$ cat src/rtl/lts_pkg.sv
// Shared types and constants of the lower-triangular forward solver.
package lts_pkg;

	// Defaults of the top-level parameters
	localparam int MAX_EQUATIONS_DEF = 16;
	localparam int FRACTION_BITS_DEF = 16;

	// Field widths
	localparam int IDX_W  = 4;
	localparam int COEF_W = 16;
	localparam int VAL_W  = 48;
	localparam int SUM_W  = 64;
	localparam int SIZE_W = 5;

	// Stream words
	localparam int IN_W   = 40;
	localparam int OUT_W  = 56;
	localparam int USER_W = 2;

	// Configuration port
	localparam int CFG_ADDR_W = 3;
	localparam int CFG_DATA_W = 32;
	localparam logic [CFG_ADDR_W-3:0] REG_SYSTEM_SIZE = '0;
	localparam logic [SIZE_W-1:0] SYSTEM_SIZE_RESET = 5'd16;

	// Divider: quotient bits produced per cycle
	localparam int DIV_STEP_BITS = 4;
	localparam int DIV_STEPS     = SUM_W / DIV_STEP_BITS;

	// Value limits
	localparam logic signed [SUM_W-1:0] SUM_MAX = {1'b0, {(SUM_W-1){1'b1}}};
	localparam logic signed [SUM_W-1:0] SUM_MIN = {1'b1, {(SUM_W-1){1'b0}}};
	localparam logic [SUM_W-1:0] VAL_POS_MAG = {{(SUM_W-VAL_W+1){1'b0}}, {(VAL_W-1){1'b1}}};
	localparam logic [SUM_W-1:0] VAL_NEG_MAG = {{(SUM_W-VAL_W){1'b0}}, 1'b1,
		{(VAL_W-1){1'b0}}};

	typedef enum logic [2:0] {
		ST_IDLE,
		ST_MUL,
		ST_ACC,
		ST_NUM,
		ST_MAG,
		ST_DIV,
		ST_OUT
	} state_t;

endpackage

$ cat src/rtl/lower_triangular_forward_solve.sv
// Forward substitution, one coefficient word at a time, solutions in Q31.16.
// Below-diagonal word: store read, multiply, saturating accumulate, in that order.
// Diagonal word: numerator, magnitude, 16 radix-16 divider steps and clamp, then the result
// word is registered from ST_OUT; a zero diagonal goes from numerator straight to ST_OUT.
// Ignored words are dropped on acceptance. One word in flight; a stalled output holds ST_OUT.
// Reset clears control and the running sum and sets system_size to 16; the solution store is not cleared.
module lower_triangular_forward_solve #(
	parameter int MAX_EQUATIONS = lts_pkg::MAX_EQUATIONS_DEF,
	parameter int FRACTION_BITS = lts_pkg::FRACTION_BITS_DEF
) (
	input  logic                            clk,
	input  logic                            arst_n,
	// s_tdata: row_index[3:0], column_index[7:4], coefficient[23:8], right_hand_side[39:24]
	input  logic                            s_tvalid,
	output logic                            s_tready,
	input  logic [lts_pkg::IN_W-1:0]        s_tdata,
	// m_tdata: solution_row[3:0], solution_value[51:4], zero[55:52]
	// m_tuser: divide_by_zero[0], saturated[1]
	output logic                            m_tvalid,
	input  logic                            m_tready,
	output logic [lts_pkg::OUT_W-1:0]       m_tdata,
	output logic [lts_pkg::USER_W-1:0]      m_tuser,
	output logic                            m_tlast,
	input  logic                            psel,
	input  logic                            penable,
	input  logic                            pwrite,
	input  logic [lts_pkg::CFG_ADDR_W-1:0]  paddr,
	input  logic [lts_pkg::CFG_DATA_W-1:0]  pwdata,
	output logic [lts_pkg::CFG_DATA_W-1:0]  prdata,
	output logic                            pready
);
	import lts_pkg::*;

	localparam int AW = (MAX_EQUATIONS > 1) ? $clog2(MAX_EQUATIONS) : 1;

	state_t state_q, state_n;

	// configuration
	logic [SIZE_W-1:0] system_size_q;
	logic              cfg_wr;

	// input decode
	logic              s_accept;
	logic [IDX_W-1:0]  row_in, col_in;
	logic              ignore_in;

	// captured word
	logic [IDX_W-1:0]         row_q;
	logic signed [COEF_W-1:0] coef_q;
	logic signed [COEF_W-1:0] rhs_q;

	// accumulation
	logic signed [SUM_W-1:0] sum_q;
	logic                    sum_sat_q;
	logic signed [SUM_W-1:0] prod_c, prod_s1;
	logic [SUM_W:0]          acc_ext;
	logic                    acc_ovf;

	// diagonal
	logic signed [SUM_W-1:0] bs_c;
	logic [SUM_W:0]          num_ext;
	logic                    num_ovf;
	logic signed [SUM_W-1:0] num_q;
	logic                    neg_q;
	logic                    flag_q;
	logic                    dz_q;
	logic signed [VAL_W-1:0] value_q;
	logic [SUM_W-1:0]        un_c;
	logic [COEF_W-1:0]       ud_c;
	logic                    div_start, div_done;
	logic [SUM_W-1:0]        quot;
	logic                    q_ovf;
	logic [SUM_W-1:0]        q_clamped;

	// store
	logic                    st_wr, st_rd;
	logic signed [VAL_W-1:0] st_rdata;

	// output register
	logic                    m_valid_q;
	logic [IDX_W-1:0]        m_row_q;
	logic signed [VAL_W-1:0] m_value_q;
	logic                    m_dz_q, m_sat_q, m_last_q;
	logic                    out_free;

	// ---------------- configuration port ----------------
	assign pready = 1'b1;
	assign cfg_wr = psel && penable && pwrite && pready
		&& (paddr[CFG_ADDR_W-1:2] == REG_SYSTEM_SIZE);

	always_ff @(posedge clk or negedge arst_n) begin
		if (!arst_n) begin
			system_size_q <= SYSTEM_SIZE_RESET;
		end else if (cfg_wr) begin
			system_size_q <= pwdata[SIZE_W-1:0];
		end
	end

	always_comb begin
		prdata = '0;
		if (paddr[CFG_ADDR_W-1:2] == REG_SYSTEM_SIZE) begin
			prdata = CFG_DATA_W'(system_size_q);
		end
	end

	// ---------------- input decode ----------------
	assign row_in    = s_tdata[3:0];
	assign col_in    = s_tdata[7:4];
	assign ignore_in = (32'(row_in) >= MAX_EQUATIONS) || (32'(col_in) >= MAX_EQUATIONS)
		|| (col_in > row_in);
	assign s_accept  = s_tvalid && s_tready;
	assign out_free  = !m_valid_q || m_tready;

	// ---------------- state machine ----------------
	always_ff @(posedge clk or negedge arst_n) begin
		if (!arst_n) begin
			state_q <= ST_IDLE;
		end else begin
			state_q <= state_n;
		end
	end

	always_comb begin
		state_n = state_q;
		unique case (state_q)
			ST_IDLE: begin
				if (s_accept && !ignore_in) begin
					state_n = (col_in < row_in) ? ST_MUL : ST_NUM;
				end
			end
			ST_MUL: state_n = ST_ACC;
			ST_ACC: state_n = ST_IDLE;
			ST_NUM: state_n = (coef_q == '0) ? ST_OUT : ST_MAG;
			ST_MAG: state_n = ST_DIV;
			ST_DIV: begin
				if (div_done) begin
					state_n = ST_OUT;
				end
			end
			ST_OUT: begin
				if (out_free) begin
					state_n = ST_IDLE;
				end
			end
			default: state_n = ST_IDLE;
		endcase
	end

	always_comb begin
		s_tready  = 1'b0;
		st_rd     = 1'b0;
		st_wr     = 1'b0;
		div_start = 1'b0;
		unique case (state_q)
			ST_IDLE: begin
				s_tready = 1'b1;
				st_rd    = s_accept;
			end
			ST_MAG: div_start = 1'b1;
			ST_OUT: st_wr = out_free;
			ST_MUL, ST_ACC, ST_NUM, ST_DIV: ;
			default: ;
		endcase
	end

	// ---------------- datapath ----------------
	assign prod_c  = SUM_W'(coef_q) * SUM_W'(st_rdata);
	assign acc_ext = {sum_q[SUM_W-1], sum_q} + {prod_s1[SUM_W-1], prod_s1};
	assign acc_ovf = acc_ext[SUM_W] != acc_ext[SUM_W-1];

	assign bs_c    = SUM_W'(rhs_q) <<< FRACTION_BITS;
	assign num_ext = {bs_c[SUM_W-1], bs_c} - {sum_q[SUM_W-1], sum_q};
	assign num_ovf = num_ext[SUM_W] != num_ext[SUM_W-1];

	assign un_c = num_q[SUM_W-1] ? (SUM_W'(0) - num_q) : num_q;
	assign ud_c = coef_q[COEF_W-1] ? (COEF_W'(0) - coef_q) : coef_q;

	// negative results may reach -2^47, positive ones only 2^47-1
	assign q_ovf     = neg_q ? (quot > VAL_NEG_MAG) : (quot > VAL_POS_MAG);
	assign q_clamped = q_ovf ? (neg_q ? VAL_NEG_MAG : VAL_POS_MAG) : quot;

	always_ff @(posedge clk or negedge arst_n) begin
		if (!arst_n) begin
			sum_q     <= '0;
			sum_sat_q <= 1'b0;
		end else if (s_accept && !ignore_in && (col_in == '0)) begin
			sum_q     <= '0;
			sum_sat_q <= 1'b0;
		end else if (state_q == ST_ACC) begin
			sum_q     <= acc_ovf ? (acc_ext[SUM_W] ? SUM_MIN : SUM_MAX) : acc_ext[SUM_W-1:0];
			sum_sat_q <= sum_sat_q | acc_ovf;
		end
	end

	always_ff @(posedge clk) begin
		if (s_accept) begin
			row_q  <= row_in;
			coef_q <= s_tdata[23:8];
			rhs_q  <= s_tdata[39:24];
		end
		if (state_q == ST_MUL) begin
			prod_s1 <= prod_c;
		end
		if (state_q == ST_NUM) begin
			dz_q    <= (coef_q == '0);
			value_q <= '0;
			num_q   <= num_ovf ? (num_ext[SUM_W] ? SUM_MIN : SUM_MAX) : num_ext[SUM_W-1:0];
			flag_q  <= sum_sat_q | ((coef_q != '0) && num_ovf);
		end
		if (state_q == ST_MAG) begin
			neg_q <= num_q[SUM_W-1] ^ coef_q[COEF_W-1];
		end
		if ((state_q == ST_DIV) && div_done) begin
			value_q <= neg_q ? VAL_W'(SUM_W'(0) - q_clamped) : VAL_W'(q_clamped);
			flag_q  <= flag_q | q_ovf;
		end
	end

	// ---------------- output register ----------------
	always_ff @(posedge clk or negedge arst_n) begin
		if (!arst_n) begin
			m_valid_q <= 1'b0;
		end else if (st_wr) begin
			m_valid_q <= 1'b1;
		end else if (m_tready) begin
			m_valid_q <= 1'b0;
		end
	end

	always_ff @(posedge clk) begin
		if (st_wr) begin
			m_row_q   <= row_q;
			m_value_q <= value_q;
			m_dz_q    <= dz_q;
			m_sat_q   <= flag_q;
			m_last_q  <= (SIZE_W'(row_q) + 1'b1) == system_size_q;
		end
	end

	assign m_tvalid = m_valid_q;
	assign m_tdata  = {{(OUT_W-VAL_W-IDX_W){1'b0}}, m_value_q, m_row_q};
	assign m_tuser  = {m_sat_q, m_dz_q};
	assign m_tlast  = m_last_q;

	// ---------------- units ----------------
	lts_store #(
		.DEPTH (MAX_EQUATIONS),
		.AW    (AW),
		.W     (VAL_W)
	) u_store (
		.clk     (clk),
		.wr_en   (st_wr),
		.wr_addr (AW'(row_q)),
		.wr_data (value_q),
		.rd_en   (st_rd),
		.rd_addr (AW'(col_in)),
		.rd_data (st_rdata)
	);

	lts_div u_div (
		.clk      (clk),
		.arst_n   (arst_n),
		.start    (div_start),
		.dividend (un_c),
		.divisor  (ud_c),
		.done     (div_done),
		.quotient (quot)
	);

endmodule

$ cat src/rtl/lts_store.sv
// Solution memory: one write port, one read port, registered read data.
module lts_store #(
	parameter int DEPTH = 16,
	parameter int AW    = 4,
	parameter int W     = 48
) (
	input  logic                clk,
	input  logic                wr_en,
	input  logic [AW-1:0]       wr_addr,
	input  logic signed [W-1:0] wr_data,
	input  logic                rd_en,
	input  logic [AW-1:0]       rd_addr,
	output logic signed [W-1:0] rd_data
);

	logic signed [W-1:0] mem [DEPTH];

	always_ff @(posedge clk) begin
		if (wr_en) begin
			mem[wr_addr] <= wr_data;
		end
	end

	always_ff @(posedge clk) begin
		if (rd_en) begin
			rd_data <= mem[rd_addr];
		end
	end

endmodule

$ cat src/rtl/lts_div.sv
// Iterative unsigned divider, 64-bit dividend by 16-bit divisor, several bits a cycle.
module lts_div (
	input  logic                        clk,
	input  logic                        arst_n,
	input  logic                        start,
	input  logic [lts_pkg::SUM_W-1:0]   dividend,
	input  logic [lts_pkg::COEF_W-1:0]  divisor,
	output logic                        done,
	output logic [lts_pkg::SUM_W-1:0]   quotient
);
	import lts_pkg::*;

	localparam int CNT_W = (DIV_STEPS > 1) ? $clog2(DIV_STEPS) : 1;

	logic             busy_q;
	logic             done_q;
	logic [CNT_W-1:0] cnt_q;
	logic [SUM_W-1:0] dvd_q;    // dividend shifts out the top, quotient in at the bottom
	logic [COEF_W:0]  rem_q;
	logic [COEF_W-1:0] dvs_q;
	logic [SUM_W-1:0] dvd_n;
	logic [COEF_W:0]  rem_n;

	always_comb begin
		logic [COEF_W:0]  r;
		logic [SUM_W-1:0] d;
		r = rem_q;
		d = dvd_q;
		for (int k = 0; k < DIV_STEP_BITS; k++) begin
			r = {r[COEF_W-1:0], d[SUM_W-1]};
			d = {d[SUM_W-2:0], 1'b0};
			if (r >= {1'b0, dvs_q}) begin
				r = r - {1'b0, dvs_q};
				d[0] = 1'b1;
			end
		end
		rem_n = r;
		dvd_n = d;
	end

	always_ff @(posedge clk or negedge arst_n) begin
		if (!arst_n) begin
			busy_q <= 1'b0;
			done_q <= 1'b0;
			cnt_q  <= '0;
		end else begin
			done_q <= 1'b0;
			if (start) begin
				busy_q <= 1'b1;
				cnt_q  <= '0;
			end else if (busy_q) begin
				cnt_q <= cnt_q + 1'b1;
				if (cnt_q == CNT_W'(DIV_STEPS - 1)) begin
					busy_q <= 1'b0;
					done_q <= 1'b1;
				end
			end
		end
	end

	always_ff @(posedge clk) begin
		if (start) begin
			dvd_q <= dividend;
			dvs_q <= divisor;
			rem_q <= '0;
		end else if (busy_q) begin
			dvd_q <= dvd_n;
			rem_q <= rem_n;
		end
	end

	assign done     = done_q;
	assign quotient = dvd_q;

endmodule

$ cat config.mk
export PLATFORM = sky130hd
export DESIGN_NAME = lower_triangular_forward_solve
export DESIGN_NICKNAME = d
export VERILOG_FILES = /design/src/rtl/lts_pkg.sv /design/src/rtl/lower_triangular_forward_solve.sv /design/src/rtl/lts_store.sv /design/src/rtl/lts_div.sv
export SDC_FILE = /design/constraint.sdc
export NUM_CORES = 2
export LEC_CHECK = 0
export ABC_AREA = 0
export BUFFER_PORTS_ARGS = -buffer_cell sky130_fd_sc_hd__buf_2
export CAP_MARGIN = 20
export CORE_MARGIN = 4
export CORE_UTILIZATION = 55
export CTS_BUF_LIST = sky130_fd_sc_hd__clkbuf_8
export DETAILED_ROUTE_END_ITERATION = 16
export HOLD_SLACK_MARGIN = 0.06
export PLACE_DENSITY_LB_ADDON = 0.2
export SYNTH_ARGS = -nofsm -noshare
export SYNTH_HDL_FRONTEND = slang
export SYNTH_SLANG_ARGS = --single-unit
export TNS_END_PERCENT = 5
$ cat constraint.sdc
create_clock -name clk -period 13.12 [get_ports clk]
set_clock_uncertainty 0.2 [all_clocks]
set_input_delay 1.312 -clock clk [delete_from_list [all_inputs] [get_ports clk]]
set_output_delay 1.312 -clock clk [all_outputs]
set_load 0.1 [all_outputs]
Yosys cells after proc, flatten, opt, wreduce, memory -nomap -nowiden --
Memories as Yosys holds them, arrays and structs flattened. A register that Yosys moved wholly into a read port is not among the register bits. Cells that the tools add are included.
Storage, ports and cells: bits in registers 446, RAM bits 768, output and inout port bits 94, word-level logic and storage cells 136, memories 1
Cells by class: add/subtract/negate cells 11, $mul 1, order comparisons 8, equal/unequal tests 13, muxes and demuxes 51, bitwise gates (word level) 5, reductions and logical operators 20
Memory list:
- u_store.mem | depth 16, width 48, read ports 1, clocked after Yosys merged registers in 1, wr ports 1, RTL line lts_store.sv:16 | logic signed [W-1:0] mem [DEPTH];
Operator list (number):
- 64-bit two-way mux | 9
- 48-bit two-way mux | 5
- 17-bit by 16-bit greater-or-equal comparator with 1-bit output | 4
- 64-bit by 64-bit adder with 65-bit output | 1
- 32-bit by 64-bit subtractor with 65-bit output | 1
- 64-bit by 47-bit greater-than comparator with 1-bit output (second input constant) | 1
- 64-bit by 48-bit greater-than comparator with 1-bit output (second input constant) | 1
- 16-bit by 48-bit multiplier with 64-bit output | 1
- 16-bit two-way mux | 4
- 1-bit by 64-bit subtractor with 64-bit output (first input constant) | 1
- 16-bit subtractor | 4
- 1-bit by 48-bit subtractor with 48-bit output (first input constant) | 1
- 1-bit two-way mux | 23
- 3-bit case mux with 6 select lines | 1
- 16-bit logical NOT | 1
- 16-bit nonzero test | 1
- 1-bit by 16-bit subtractor with 16-bit output (first input constant) | 1
- 15-bit two-way mux | 1
- 3-bit equality test (second input constant) | 3
- 3-bit two-way mux | 3
- 1-bit logical AND | 8
- 4-bit two-way mux | 2
- 2-bit nonzero test | 4
- 3-bit by 2-bit equality test with 1-bit output (second input constant) | 2
- 20 further kinds | 26

Depth between registers and ports, before layout --
word-level depth 10, mapped depth 48, mapped depth without buffers 43

By module --
From an unflattened synthesis, not the netlist that was laid out.
Unflattened totals: cells, all modules 7514, area, all modules 86922.1 µm²
Modules (own cells, without submodules):
- lower_triangular_forward_solve | instances 1, cells each 5513, area each 48988.2 µm²
- lts_store | instances 1, cells each 1242, area each 30175.2 µm²
- lts_div | instances 1, cells each 759, area each 7758.7 µm²

Least setup slack after synthesis --
No wires, ideal clock.
kind reg2reg, start register u_div.dvs_q[1], end register u_div.dvd_q[0] (netlist: u_div.quotient[0]) (data pin), library setup time 0.291 ns, data arrival time 9.902 ns, data required time 12.629 ns, path slack 2.728 ns, cell stages (with the launch flop) 47, path buffers 5, period minus slack after synthesis 10.392 ns, path through edfxtp_1 -> inv_1 -> ha_1 -> nor2b_1 -> o2111ai_1 -> nand3_1 -> nand2_1 -> a211o_1 -> nand2_1 -> clkbuf_1 -> mux2_2 -> ha_1 -> o21a_1 -> o31a_1 -> o21ai_0 -> o31ai_1 -> nor2_1 -> o31ai_1 -> [... 11 more ...] -> o2bb2ai_1 -> o21a_1 -> o211ai_1 -> buf_2 -> mux2i_1 -> ha_1 -> nor2b_1 -> o21a_1 -> o21ai_1 -> a21oi_1 -> a41o_1 -> o41a_1 -> a41o_1 -> a31oi_1 -> nand3_1 -> clkbuf_1 -> a21oi_1 -> a21oi_1
On the way: longest elaborated chain between the ends 10, elaborated cells between the ends (all ways) 13, classes of those cells add/sub (3); order compare (4); mux (6)
RTL lines:
- start: declaration | RTL line lts_div.sv:20 | logic [COEF_W-1:0] dvs_q;
- start signal: assignment | RTL line lts_div.sv:64 | dvs_q <= divisor;
- 16-bit subtractor or 17-bit by 16-bit greater-or-equal comparator with 1-bit output (tied branches) | RTL line lts_div.sv:33, lts_div.sv:32
- 16-bit two-way mux | RTL line lts_div.sv:32 | if (r >= {1'b0, dvs_q}) begin
- 16-bit subtractor or 17-bit by 16-bit greater-or-equal comparator with 1-bit output (tied branches) | RTL line lts_div.sv:33, lts_div.sv:32
- 16-bit two-way mux | RTL line lts_div.sv:32
- 16-bit subtractor or 17-bit by 16-bit greater-or-equal comparator with 1-bit output (tied branches) | RTL line lts_div.sv:33, lts_div.sv:32
- 16-bit two-way mux | RTL line lts_div.sv:32
- 17-bit by 16-bit greater-or-equal comparator with 1-bit output (*) | RTL line lts_div.sv:32
- 1-bit two-way mux (*) | RTL line lts_div.sv:32
- 64-bit two-way mux (*) | RTL line lts_div.sv:66 | end else if (busy_q) begin
- 64-bit two-way mux (*) | RTL line lts_div.sv:62 | if (start) begin
- end signal: assignment | RTL line lts_div.sv:63 | dvd_q <= dividend;
- end signal: assignment | RTL line lts_div.sv:67 | dvd_q <= dvd_n;
- end: declaration | RTL line lts_div.sv:18 | logic [SUM_W-1:0] dvd_q;
Mark *: on every way between the ends. The rest lies on a longest branch, timed or not. The select of a mux whose other input is x is not followed. A chain may end at the register's enable or synchronous reset.

Worst setup path in the final report --
start register u_div.dvs_q[10], end register u_div.dvd_q[0] (netlist: u_div.quotient[0]) (data pin)
Same word-level chain as after synthesis.

==> metrics.txt <==
status=finished, final reports clean; Synth top area share=40.91%; Critical path buffers and inverters=6; Final WS setup=1.342 ns; met2 Track Usage GR=between 40% and 50%; min Tclk post-route=11.78 ns; # Post-CTS Setup Buffers=0; clk_lat worst skew=0.97 ns; GRT Total Usage=29.23%; CP Data Required Time=13.57 ns; Final #Nets=about 8,300; I/O Buffers=114; routability cong.=0.9293; busiest grt layer=met2; drt pass-1 iters=6; Area Overhead vs Synth=8.064%; Global Route met3 Usage=4.744%; Achievable Freq=approximately 85 MHz; dpl hpwl=159.4 mm; yosys synthesis warning count=0; most used cell, CP=o21ai_0; first-pass GRT wire length=about 360 mm; Final Non-Filler Cells=between 9,000 and 10,000; FILL cells=12,320; Syn Std Cell Area=0.08560 mm^2; largest fanout on the critical path=17; count of cell types in the netlist=94; Setup-failing EPs final=0; most common cell in the netlist=edfxtp_1; core area=0.1544 mm^2; top area cells in the synthesized netlist=edfxtp_1 (41%), fa_1 (17%), mux4_2 (6.3%); hold crit path type=flip-flop to flip-flop; Mapped Cells=7,117; ys async rst share=6.339%; RSZ-0062 raised after global routing=no; worst slew pin tran=1.254 ns; synthesis-stage register bit count=about 1,300; kind of critical path=flip-flop to flip-flop; IO Pins=between 150 and 200; final antenna-violating net count=0; CTS buffer count=208; placed insts=9,023; Max clock buf depth=3; area leader, netlist=edfxtp_1; CTS Root Cell=clkbuf_8; met1 Track Usage GR=between 40% and 50%; die width=402.5 um; vias in the first global route=57,860; routed len/inst=24.85 um; Post-synth EDFFs=1,166; Final Max Slew Viols=0; share of cells above drive strength 1=11.26%; critical path arrival=12.23 ns; CTS tree=built; largest net degree at the start of global routing=107; Detailed Route WL=234.5 mm; Die Span Y=about 400 um; final period utilization=89.77%; GRT overflow=0; Die Area=0.1620 mm^2; std cell rows=144; Max-Cap Viols=0; drt via density=between 6 and 7; Post-synth top cells=edfxtp_1 (1,166), inv_1 (848), nand2_1 (778), fa_1 (715), ha_1 (335); Seq/Total Area, Yosys=between 40% and 50%; clock transition at the registers of the reported paths=0.06 ns; slew margin rel.=16.38%; Post-route DRC=0; starting density of the core=55.43%; DR vias=56,730; slowest CP cell=or3_1; Primary FF master, synth=edfxtp_1; CP Capture Type=flip-flop; post_cts resized=0; Avg Inst Size Synth=around 12 um^2; clock sinks=1,262; Final TNS setup=0 ns; H-tree levels=4; Fin. Hold Viols=0; CP Launch Type=flip-flop; max incr delay on CP=approximately 0.56 ns; Top Family by Delay on Critical Path=compound AO/OA/AOI/OAI gates; Setup WS pre-CTS=1.399 ns; Iter 0 DRT Violations=5,115; initial antenna violation count=22
layout make-up:
| type | count | area (um^2) | share of cell area [%] |
|---|---|---|---|
| multi-input cells | 4664 | 43820 | 47.38 |
| inverters | 851 | 3194 | 3.453 |
| diodes | 20 | 50.05 | 0.05411 |
| clock buffers | 218 | 3000 | 3.244 |
| clock inverters | 173 | 1236 | 1.336 |
| well taps | 2044 | 2557 | 2.765 |
| flip-flops and latches | 1262 | 37340 | 40.36 |
| repair buffers | 203 | 1300 | 1.405 |
stage by stage:
step	area (um^2)	utilization (%)	hold slack [ns]
2_1_floorplan	85710	-	0.2003
3_3_place_gp	88170	57.10	0.2050
3_5_place_dp	88200	57.12	0.2153
4_1_cts	92450	59.87	0.2014
5_1_grt	92480	59.89	0.2535
6_report	92500	59.91	0.2338
worst register-to-register path: cells and delay by family (launching register included):
family          cells  cell delay (ns)
compound gates     26             6.45
simple gates        8             1.71
fa+ha+maj           4             1.31
buf+inv             6             1.09
flops               1             0.37
mux                 1             0.34
layout by cell type (no fill, tap or decap), drive strengths merged, types with 33 or more instances in the layout:
cell    count
edfxtp   1166
inv       910
nand2     778
fa        715
ha        335
a21oi     323
and2      286
o21ai     268
mux4      240
nor2      235
clkbuf    219
buf       201
xnor2     173
xor2      146
a21o      136
clkinv    100
nand3      97
nand2b     82
dfrtp      79
o211ai     79
nor3       73
o31ai      50
nand4      50
a31oi      44
and3       41
nor2b      39
or3        39
o21bai     35
mux2       35
a211oi     33
final timing paths:
kind                                  from           endpoint  slack, ns  depth (start not counted)
setup / recovery           u_div.dvs_q[10]  u_div.quotient[0]       1.34                         45
hold / removal                        dz_q             m_dz_q       0.23                          0
setup reg to reg           u_div.dvs_q[10]  u_div.quotient[0]       1.34                         45
hold reg to reg                       dz_q             m_dz_q       0.23                          0
max in group asynchronous           arst_n          sum_q[60]      10.82                          3
min in group asynchronous           arst_n         state_q[1]       0.62                          2
flip-flops by register name (all words and copies together) (netlist names), 3 cells and up:
register,count
coef_q,16
m_row_q,4
m_value_q,48
num_q,64
prod_s1,64
rhs_q,16
row_q,4
state_q,3
sum_q,64
system_size_q,5
u_div.cnt_q,4
u_div.dvs_q,16
u_div.quotient,64
u_div.rem_q,16
u_store.mem,768
u_store.rd_data,48
value_q,48
layer usage:
metal,wire length [um],share of wire [%]
met1,95960,41
met5,18,0.0077
met3,17690,7.5
met4,10600,4.5
met2,110200,47
what timing repair did:
| item | CTS | global route |
|---|---|---|
| hold buffers | 1 | 0 |
| hold endpoints to repair | 14 | 0 |
| endpoints found under the setup margin | 0 | 0 |
logic make-up after synthesis:
group                      share of synthesized area [%]
AOI/OAI and AO/OA                                  8.411
xor gates and xnor gates                           3.264
adders and majority gates                          21.74
buffers and inverters                              5.546
DFF                                                43.62
muxes                                              7.149
other                                           0.008774
and+or+nand+nor                                    10.26
Power is left out: the tool's default activity adds up to more than one toggle a clock period on the data nets, which glitch-free logic cannot reach.
